### config.mk
export PLATFORM = sky130hd
export DESIGN_NAME = token_mutex_site_transitions_core
export DESIGN_NICKNAME = d
export VERILOG_FILES = /design/src/design/tmst_pkg.sv /design/src/design/tmst_ram.sv /design/src/design/tmst_site_regs.sv /design/src/design/token_mutex_site_transitions_core.sv
export SDC_FILE = /design/constraint.sdc
export NUM_CORES = 1
export LEC_CHECK = 0
export BUFFER_PORTS_ARGS = -buffer_cell sky130_fd_sc_hd__buf_2
export CORE_MARGIN = 2
export CORE_UTILIZATION = 50
export DETAILED_ROUTE_END_ITERATION = 7
export PLACE_DENSITY = 0.66
export SETUP_SLACK_MARGIN = 0.3
export SLEW_MARGIN = 5
export SYNTH_ARGS = -nofsm -noshare
export SYNTH_HDL_FRONTEND = slang
export SYNTH_SLANG_ARGS = --single-unit
### constraint.sdc
create_clock -name clk -period 6.7 [get_ports clk]
set_input_delay 1.34 -clock clk [delete_from_list [all_inputs] [get_ports clk]]
set_output_delay 1.34 -clock clk [all_outputs]
set_load 0.05 [all_outputs]
### src/design/tmst_pkg.sv
// ----------------------------------------------------------------------------
// tmst_pkg
// shared types, constants and helpers of the token mutex site transitions core
// ----------------------------------------------------------------------------
package tmst_pkg;

    localparam int SITE_W    = 4;
    localparam int FUNC_W    = 2;
    localparam int CNT_W     = 2;
    localparam int SITES_DEF = 8;

    localparam logic [CNT_W-1:0] CNT_MAX = 2'd3;

    typedef enum logic [FUNC_W-1:0] {
        FUNC_REQUEST = 2'd0,
        FUNC_TRANSIT = 2'd1,
        FUNC_OK      = 2'd2,
        FUNC_ACK     = 2'd3
    } func_t;

    typedef enum logic [2:0] {
        ST_IDLE,
        ST_RD_X,
        ST_EXEC,
        ST_WR_X,
        ST_DONE
    } state_t;

    // update of father pointers and ack flags, applied together
    typedef struct packed {
        logic              father_we;
        logic [SITE_W-1:0] father_site;
        logic [SITE_W-1:0] father_val;
        logic              ack_set;
        logic [SITE_W-1:0] ack_set_site;
        logic              ack_clr;
        logic [SITE_W-1:0] ack_clr_site;
    } site_upd_t;

    function automatic logic site_in_range(logic [SITE_W-1:0] s, int unsigned n);
        return (s != '0) && ({1'b0, s} <= (SITE_W+1)'(n));
    endfunction

endpackage

### src/design/tmst_ram.sv
// ----------------------------------------------------------------------------
// tmst_ram
// generic single write port ram with one registered read port
// ----------------------------------------------------------------------------
module tmst_ram #(
    parameter int WIDTH = 16,
    parameter int DEPTH = 8,
    parameter int AW    = (DEPTH > 1) ? $clog2(DEPTH) : 1
) (
    input  logic             clk,
    input  logic             we,
    input  logic [AW-1:0]    waddr,
    input  logic [WIDTH-1:0] wdata,
    input  logic [AW-1:0]    raddr,
    output logic [WIDTH-1:0] rdata
);

    logic [WIDTH-1:0] mem [DEPTH];
    logic [WIDTH-1:0] rdata_reg;

    always_ff @(posedge clk)
    begin
        if (we)
        begin
            mem[waddr] <= wdata;
        end
        rdata_reg <= mem[raddr];
    end

    assign rdata = rdata_reg;

endmodule

### src/design/tmst_site_regs.sv
// ----------------------------------------------------------------------------
// tmst_site_regs
// father pointers and ack flags of all sites, one read port, one update a cycle
// ----------------------------------------------------------------------------
module tmst_site_regs #(
    parameter int SITES = tmst_pkg::SITES_DEF,
    parameter int IW    = (SITES > 1) ? $clog2(SITES) : 1
) (
    input  logic                        clk,
    input  logic                        rst_n,
    input  logic [tmst_pkg::SITE_W-1:0] rd_site,
    output logic [tmst_pkg::SITE_W-1:0] rd_father,
    output logic                        rd_ack,
    input  tmst_pkg::site_upd_t         upd
);
    import tmst_pkg::*;

    logic [SITE_W-1:0] father_reg [SITES];
    logic              ack_reg    [SITES];

    logic [SITE_W-1:0] rd_m1, fw_m1, as_m1, ac_m1;
    logic [IW-1:0]     rd_idx, fw_idx, as_idx, ac_idx;
    logic              rd_ok;

    assign rd_m1  = rd_site - SITE_W'(1);
    assign fw_m1  = upd.father_site - SITE_W'(1);
    assign as_m1  = upd.ack_set_site - SITE_W'(1);
    assign ac_m1  = upd.ack_clr_site - SITE_W'(1);
    assign rd_idx = rd_m1[IW-1:0];
    assign fw_idx = fw_m1[IW-1:0];
    assign as_idx = as_m1[IW-1:0];
    assign ac_idx = ac_m1[IW-1:0];
    assign rd_ok  = site_in_range(rd_site, SITES);

    assign rd_father = rd_ok ? father_reg[rd_idx] : '0;
    assign rd_ack    = rd_ok ? ack_reg[rd_idx] : 1'b0;

    always_ff @(posedge clk or negedge rst_n)
    begin
        if (!rst_n)
        begin
            for (int i = 0; i < SITES; i++)
            begin
                father_reg[i] <= SITE_W'(1);
                ack_reg[i]    <= 1'b0;
            end
        end
        else
        begin
            if (upd.father_we)
            begin
                father_reg[fw_idx] <= upd.father_val;
            end
            if (upd.ack_set)
            begin
                ack_reg[as_idx] <= 1'b1;
            end
            if (upd.ack_clr)
            begin
                ack_reg[ac_idx] <= 1'b0;
            end
        end
    end

endmodule

### src/design/token_mutex_site_transitions_core.sv
// ----------------------------------------------------------------------------
// token_mutex_site_transitions_core
// guarded request, transit, ok and ack actions over all sites of a token tree
// ----------------------------------------------------------------------------
// sequence: an accepted item passes ST_RD_X, ST_EXEC, ST_WR_X (only for a transit
//   that fires) and ST_DONE, where it waits until the output register is free;
//   a new item is taken only back in ST_IDLE. The steps come from the registered
//   read port of the bag ram (row x, then row of father) and its single write
//   port (a transit writes two rows)
// reset: fathers point to site 1, acks cleared, every bag row flagged empty
//   through per-row valid flags, so no clearing pass is needed
module token_mutex_site_transitions_core #(
    parameter int SITES = tmst_pkg::SITES_DEF
) (
    input  logic                        clk,
    input  logic                        rst_n,
    input  logic                        in_valid,
    output logic                        in_ready,
    input  logic [tmst_pkg::FUNC_W-1:0] func,
    input  logic [tmst_pkg::SITE_W-1:0] site_x,
    input  logic [tmst_pkg::SITE_W-1:0] site_y,
    output logic                        out_valid,
    input  logic                        out_ready,
    output logic                        fired,
    output logic [tmst_pkg::SITE_W-1:0] father_after,
    output logic                        ack_after
);
    import tmst_pkg::*;

    localparam int IW    = (SITES > 1) ? $clog2(SITES) : 1;
    localparam int ROW_W = SITES * CNT_W;

    // control state
    state_t state_reg, state_next;
    logic   out_valid_reg, out_valid_next;
    logic   row_valid_reg [SITES];
    logic   rd_valid_reg;

    // item held while it is worked on
    func_t             func_reg;
    logic [SITE_W-1:0] x_reg, y_reg, f_reg;
    logic              x_ok_reg, y_ok_reg;
    logic [ROW_W-1:0]  row_x_reg, row_x_next;

    // result waiting for the output register
    logic              res_fired_reg, res_fired_next;
    logic [SITE_W-1:0] res_father_reg, res_father_next;
    logic              res_ack_reg, res_ack_next;

    // output register
    logic              fired_reg;
    logic [SITE_W-1:0] father_after_reg;
    logic              ack_after_reg;

    // bag ram: one row per owner site, one saturating count per member
    logic             ram_we;
    logic [IW-1:0]    ram_waddr, ram_raddr;
    logic [ROW_W-1:0] ram_wdata, ram_rdata;

    // site registers
    logic [SITE_W-1:0] sr_rd_site, sr_father;
    logic              sr_ack;
    site_upd_t         upd;

    logic              accept;
    logic              out_load;
    logic [SITE_W-1:0] x_m1, y_m1, f_m1;
    logic [IW-1:0]     xi, yi, fi;
    logic [ROW_W-1:0]  row_f, row_f_new, row_x_new;
    logic [CNT_W-1:0]  cnt_fx, cnt_fy, cnt_xy;
    logic              is_root, bag_x_empty;
    logic              g_request, g_transit, g_ok, g_ack;

    tmst_ram #(
        .WIDTH (ROW_W),
        .DEPTH (SITES),
        .AW    (IW)
    ) u_bag_ram (
        .clk   (clk),
        .we    (ram_we),
        .waddr (ram_waddr),
        .wdata (ram_wdata),
        .raddr (ram_raddr),
        .rdata (ram_rdata)
    );

    tmst_site_regs #(
        .SITES (SITES),
        .IW    (IW)
    ) u_site_regs (
        .clk       (clk),
        .rst_n     (rst_n),
        .rd_site   (sr_rd_site),
        .rd_father (sr_father),
        .rd_ack    (sr_ack),
        .upd       (upd)
    );

    assign accept   = in_valid && in_ready;
    assign out_load = (state_reg == ST_DONE) && (!out_valid_reg || out_ready);

    // site indexes, counted from zero
    assign x_m1 = x_reg - SITE_W'(1);
    assign y_m1 = y_reg - SITE_W'(1);
    assign f_m1 = f_reg - SITE_W'(1);
    assign xi   = x_m1[IW-1:0];
    assign yi   = y_m1[IW-1:0];
    assign fi   = f_m1[IW-1:0];

    // father of x is looked up at accept, the ack of x while executing
    assign sr_rd_site = (state_reg == ST_IDLE) ? site_x : x_reg;

    // row of the father arrives in the exec cycle; never written rows are empty
    assign row_f  = rd_valid_reg ? ram_rdata : '0;
    assign cnt_fx = row_f[xi*CNT_W +: CNT_W];
    assign cnt_fy = row_f[yi*CNT_W +: CNT_W];
    assign cnt_xy = row_x_reg[yi*CNT_W +: CNT_W];

    assign is_root     = (f_reg == x_reg);
    assign bag_x_empty = (row_x_reg == '0);

    // guards
    assign g_request = x_ok_reg && (func_reg == FUNC_REQUEST) && !is_root && bag_x_empty;
    assign g_transit = x_ok_reg && y_ok_reg && (func_reg == FUNC_TRANSIT) && !is_root
                       && (cnt_xy != '0);
    assign g_ok      = x_ok_reg && y_ok_reg && (func_reg == FUNC_OK) && is_root
                       && (cnt_xy != '0);
    assign g_ack     = x_ok_reg && (func_reg == FUNC_ACK) && sr_ack;

    // saturating add into the father's bag, decrement in x's bag
    always_comb
    begin
        row_f_new = row_f;
        row_x_new = row_x_reg;
        if (func_reg == FUNC_REQUEST)
        begin
            if (cnt_fx != CNT_MAX)
            begin
                row_f_new[xi*CNT_W +: CNT_W] = cnt_fx + CNT_W'(1);
            end
        end
        else
        begin
            if (cnt_fy != CNT_MAX)
            begin
                row_f_new[yi*CNT_W +: CNT_W] = cnt_fy + CNT_W'(1);
            end
        end
        row_x_new[yi*CNT_W +: CNT_W] = cnt_xy - CNT_W'(1);
    end

    // next state
    always_comb
    begin
        state_next = state_reg;
        unique case (state_reg)
            ST_IDLE:
            begin
                if (accept)
                begin
                    state_next = ST_RD_X;
                end
            end
            ST_RD_X:
            begin
                state_next = ST_EXEC;
            end
            ST_EXEC:
            begin
                state_next = g_transit ? ST_WR_X : ST_DONE;
            end
            ST_WR_X:
            begin
                state_next = ST_DONE;
            end
            ST_DONE:
            begin
                if (out_load)
                begin
                    state_next = ST_IDLE;
                end
            end
            default:
            begin
                state_next = ST_IDLE;
            end
        endcase
    end

    // outputs of the sequencer: ram ports, site updates, result
    always_comb
    begin
        in_ready        = (state_reg == ST_IDLE);
        ram_raddr       = '0;
        ram_we          = 1'b0;
        ram_waddr       = fi;
        ram_wdata       = row_f_new;
        upd             = '0;
        row_x_next      = row_x_reg;
        res_fired_next  = res_fired_reg;
        res_father_next = res_father_reg;
        res_ack_next    = res_ack_reg;
        unique case (state_reg)
            ST_IDLE:
            begin
                // row of x; an out of range site reads row 0, unused
                if (site_in_range(site_x, SITES))
                begin
                    ram_raddr = IW'(site_x - SITE_W'(1));
                end
            end
            ST_RD_X:
            begin
                row_x_next = rd_valid_reg ? ram_rdata : '0;
                ram_raddr  = fi;
            end
            ST_EXEC:
            begin
                if (g_request || g_transit)
                begin
                    ram_we = 1'b1;
                end
                else if (g_ok)
                begin
                    ram_we    = 1'b1;
                    ram_waddr = xi;
                    ram_wdata = row_x_new;
                end
                row_x_next = row_x_new;

                upd.father_we    = g_request || g_transit || g_ok;
                upd.father_site  = x_reg;
                upd.father_val   = g_request ? x_reg : y_reg;
                upd.ack_set      = g_ok;
                upd.ack_set_site = y_reg;
                upd.ack_clr      = g_ack;
                upd.ack_clr_site = x_reg;

                res_fired_next = g_request || g_transit || g_ok || g_ack;
                if (!x_ok_reg)
                begin
                    res_father_next = '0;
                    res_ack_next    = 1'b0;
                end
                else
                begin
                    res_father_next = upd.father_we ? upd.father_val : f_reg;
                    if (g_ack)
                    begin
                        res_ack_next = 1'b0;
                    end
                    else if (g_ok && (y_reg == x_reg))
                    begin
                        res_ack_next = 1'b1;
                    end
                    else
                    begin
                        res_ack_next = sr_ack;
                    end
                end
            end
            ST_WR_X:
            begin
                // second row of a transit
                ram_we    = 1'b1;
                ram_waddr = xi;
                ram_wdata = row_x_reg;
            end
            ST_DONE:
            begin
            end
            default:
            begin
            end
        endcase
    end

    always_comb
    begin
        out_valid_next = out_valid_reg && !out_ready;
        if (out_load)
        begin
            out_valid_next = 1'b1;
        end
    end

    // control registers
    always_ff @(posedge clk or negedge rst_n)
    begin
        if (!rst_n)
        begin
            state_reg     <= ST_IDLE;
            out_valid_reg <= 1'b0;
            rd_valid_reg  <= 1'b0;
            for (int i = 0; i < SITES; i++)
            begin
                row_valid_reg[i] <= 1'b0;
            end
        end
        else
        begin
            state_reg     <= state_next;
            out_valid_reg <= out_valid_next;
            rd_valid_reg  <= row_valid_reg[ram_raddr];
            if (ram_we)
            begin
                row_valid_reg[ram_waddr] <= 1'b1;
            end
        end
    end

    // payload registers
    always_ff @(posedge clk)
    begin
        if (accept)
        begin
            func_reg <= func_t'(func);
            x_reg    <= site_x;
            y_reg    <= site_y;
            f_reg    <= sr_father;
            x_ok_reg <= site_in_range(site_x, SITES);
            y_ok_reg <= site_in_range(site_y, SITES);
        end
        row_x_reg      <= row_x_next;
        res_fired_reg  <= res_fired_next;
        res_father_reg <= res_father_next;
        res_ack_reg    <= res_ack_next;
        if (out_load)
        begin
            fired_reg        <= res_fired_reg;
            father_after_reg <= res_father_reg;
            ack_after_reg    <= res_ack_reg;
        end
    end

    assign out_valid    = out_valid_reg;
    assign fired        = fired_reg;
    assign father_after = father_after_reg;
    assign ack_after    = ack_after_reg;

endmodule
==> results.txt <==
For this design the ratio of total power to cell area is 481 nW/um^2. The most numerous cell type found on the critical path is ha_1. The endpoint type of the worst setup path was a register. The run gives 1.39 ns as the setup slack of the worst register-to-register path. The critical path goes through inv_1 > ha_1 > xor2_1 > clkinv_1 > nand3_1 > nand2_1 > ha_1 > nor3b_1 > o21ai_0 > nor3_1 > a311oi_1 > o31ai_1. Clock-pin slew was measured on the worst setup and hold paths at 0.06 ns. VDD sags by at most 0.273 mV.

The worst setup path is of the reg2reg kind. The flow ran to the end, and the final reports show no timing, DRC or antenna violations. Summed over all layers, the global routing overflow is 0. The number of CTS-inserted buffers is 26.

The number of H-tree levels is 1, and the hold violation count in the final report is 0. For the total standard cell area after synthesis, the log shows 12200 um^2. The root buffer cell was clkbuf_16. The number of sinks handled by clock tree synthesis was 241; the transition at the pin with the smallest max-transition slack was 1.17 ns. After synthesis, the cell types taking the most area are edfxtp_1, dfrtp_1, a211oi_1.

The tools report the total half-perimeter wirelength after legalization and detailed placement as 21700 um. Initial standard-cell utilization of the core: 50.6%. The data required time of the worst path was 6.87 ns.

The logs give 55.7% for the sequential share of the synthesized area and 1072 for the count of nets after finishing. Together, buffers and inverters on the worst path number 2. Setup violations remaining at the end of the flow were counted as 0. The number of cells on the worst reg-to-reg path is 12. Endpoint of the most critical register-to-register path: u_bag_ram.mem[5][14]. The post-detailed-routing wire length is 32800 um, and the total setup buffers inserted after CTS is 0.

The first-pass iteration count of the detailed router is 7. The cell family contributing the most delay on the critical path is compound AO/OA/AOI/OAI gates. For the worst clock skew on the final layout, the log shows 0.0117 ns. For the worst setup path, the data arrival time is 5.49 ns.

Setup repair after global routing left no endpoint under its margin. Averaged over all synthesized cells, the footprint is 11.9 um^2. Along the worst path, the maximum fanout reaches 12. The critical path starts at x_reg[1]. The number of pins exceeding their max-slew limit in the final report was 0; the final sum of negative setup slack was 0 ns.

In this run the tool buffered the top-level ports with 21 buffer cells. The first global-routing pass estimated 51700 um of wire. The total via count in the routed design was 8952; the hold path depth was 0. The Yosys step of the flow raised 0 warnings. The initial DRC count was 952.

In the synthesized netlist the dominant register cell turns out to be edfxtp_1. After detailed routing, the average wire length per cell comes to 23.8 um. The total area inside the core boundary comes to 24200 um^2. In this run the core area contains 57 standard-cell rows. The startpoint of the most critical register-to-register path is x_reg[1].

For this run, the slowest stage of the critical path takes 0.94 ns. The run gives 8721 as the via count of the first global-routing pass. Dividing the detail-routed via count by the number of cells gives 6.48.

The post-route clock period utilization works out to 79.3%. The worst hold path terminates at father_after[3]. Global routing used 25.6% of the available tracks across all layers. The count of flip-flops with a built-in enable after synthesis is 172. The floorplan step set the die height to 160 um.

The maximum number of pins on one net before global-route repair was 70. The floorplan die area was 25800 um^2; the final total power was 6540 uW. Synthesis-stage register bit count: 241. The count of mapped cells out of synthesis was 1028. Flip-flop count of the largest register after layout: 128. The logs give 0 for the number of cells upsized or downsized after cts and 22 for the count of boundary I/O pins.

Final antenna diode count: 0. The slowest stage of the critical path is the o31ai_1 cell. After detailed routing, the number of remaining DRC violations is 0. The later pin in the worst-skew pair is clocked with a latency of 0.53 ns. From synthesis to final layout, the design area changed by 11.0%. For the finished layout, the period the worst path requires is 5.31 ns.

For the max-capacitance violation count, the log shows 0. The worst setup path is launched from a register. In this run the static leakage power is 0.00504 uW. The ratio of cells with drive above 1 in the final layout was 15.8%; the number of unique standard cell types used by synthesis was 73. For the remaining number of nets flagged by the antenna check after routing, the log shows 0. The remaining max-slew budget at the tightest pin was 21.4%. The portion of synthesized cell area occupied by the leading cell type was 42.2%. Timing would allow up to 188 MHz.

Counting instances in the post-synthesis netlist gives the leading cell types as edfxtp_1, a211oi_1, nand2_1. edfxtp_1 takes more of the synthesized area than any other cell. TritonCTS built the clock tree. The path class of the tightest hold or removal check is reg2reg. The startpoint identified for the worst hold timing path is res_father_reg[3]. The tools report the number of buffers inserted by hold repair at cts as 0. The synthesized netlist net count is 1062, and the number of antenna violations at the first check in global routing is 0.

In the post-synthesis netlist, the cell with the most instances is edfxtp_1. The clock passes through at most 3 buffers. The overall die width works out to 160 um.

In the synthesized netlist the async set-or-reset flop fraction comes to 22.0%. The final weighted congestion of routability-driven global placement was 0.972.
[worst reg2reg max path: stages, from the launching register on]
cell and delay [ns]:
edfxtp_1 0.59, inv_1 0.20, ha_1 0.24, xor2_1 0.73, clkinv_1 0.53, nand3_1 0.21, nand2_1 0.24, ha_1 0.34
nor3b_1 0.19, o21ai_0 0.28, nor3_1 0.37, a311oi_1 0.10, o31ai_1 0.94
[cells by family after synthesis]
kind of cell / count (synthesis) / synth area share (%)
simple gates: 344 / 14.8
compound gates: 249 / 14.5
flops: 241 / 55.7
buf+inv: 78 / 2.73
mux: 76 / 8.56
xor+xnor: 20 / 1.61
fa+ha+maj: 20 / 2.04
[cell usage in the layout, fill, tap and decap left out, types with 9 or more instances in the layout]
master     count
mux4_2        21
and2_1        23
dfrtp_1       45
a211oi_1      78
a21oi_1       35
dfxtp_1       16
buf_4         24
xor2_1         9
mux2_2        20
edfxtp_1     172
and3_1        56
buf_2         22
nand2b_1       9
o21ai_0       35
nor2_1        58
nor3_1        18
ha_1          20
nand2_1       76
clkbuf_16     27
mux2i_1       34
a31oi_1       20
nor4_1        27
nand3_1       29
inv_1         12
[final cells by class]
class                   instances  area, um^2
clock inverters                16         168
multi-input cells             709        5140
inverters                      14        52.6
well taps                     324         405
clock buffers                  32         714
flip-flops and latches        241        6820
fillers                      2036       10600
repair buffers                 46         290
[metal layers]
metal / track usage [%] / part of all wire, %
met1: 38.2 / 44
met3: 3.74 / 8.4
met4: 7.00 / 2.5
met2: 39.6 / 45
met5: 0 / 0
[power by group]
group	internal, uW	total, uW	switching, uW
logic	891	2670	1780
clock network	875	1460	584
registers	2100	2410	308
[how the worst max path moves through the flow]
stage                                end  slack, ns  cells after the start
CTS                 u_bag_ram.mem[5][14]       1.54                     12
detailed placement  u_bag_ram.mem[3][14]       1.54                     12
global placement     u_bag_ram.mem[6][6]       1.39                     12
global route        u_bag_ram.mem[5][14]       1.05                     12
floorplan            u_bag_ram.mem[3][0]       1.70                     14
finish              u_bag_ram.mem[5][14]       1.39                     12
[stage by stage]
| step | util, % | std cells | worst slack (ns) | hold slack (ns) | area [um^2] |
|---|---|---|---|---|---|
| 6_report | 56.2 | 1382 | 1.39 | 0.419 | 13600 |
| 5_1_grt | 56.2 | 1382 | 1.05 | 0.434 | 13600 |
| 4_1_cts | 56.2 | 1382 | 1.54 | 0.419 | 13600 |
| 3_5_place_dp | 52.6 | 1334 | 1.54 | 0.405 | 12700 |
| 3_3_place_gp | 52.5 | 1333 | 1.39 | 0.401 | 12700 |
| 2_1_floorplan | - | 1028 | 1.70 | 0.400 | 12200 |
No activity file was read; power rests on OpenSTA's default activity.
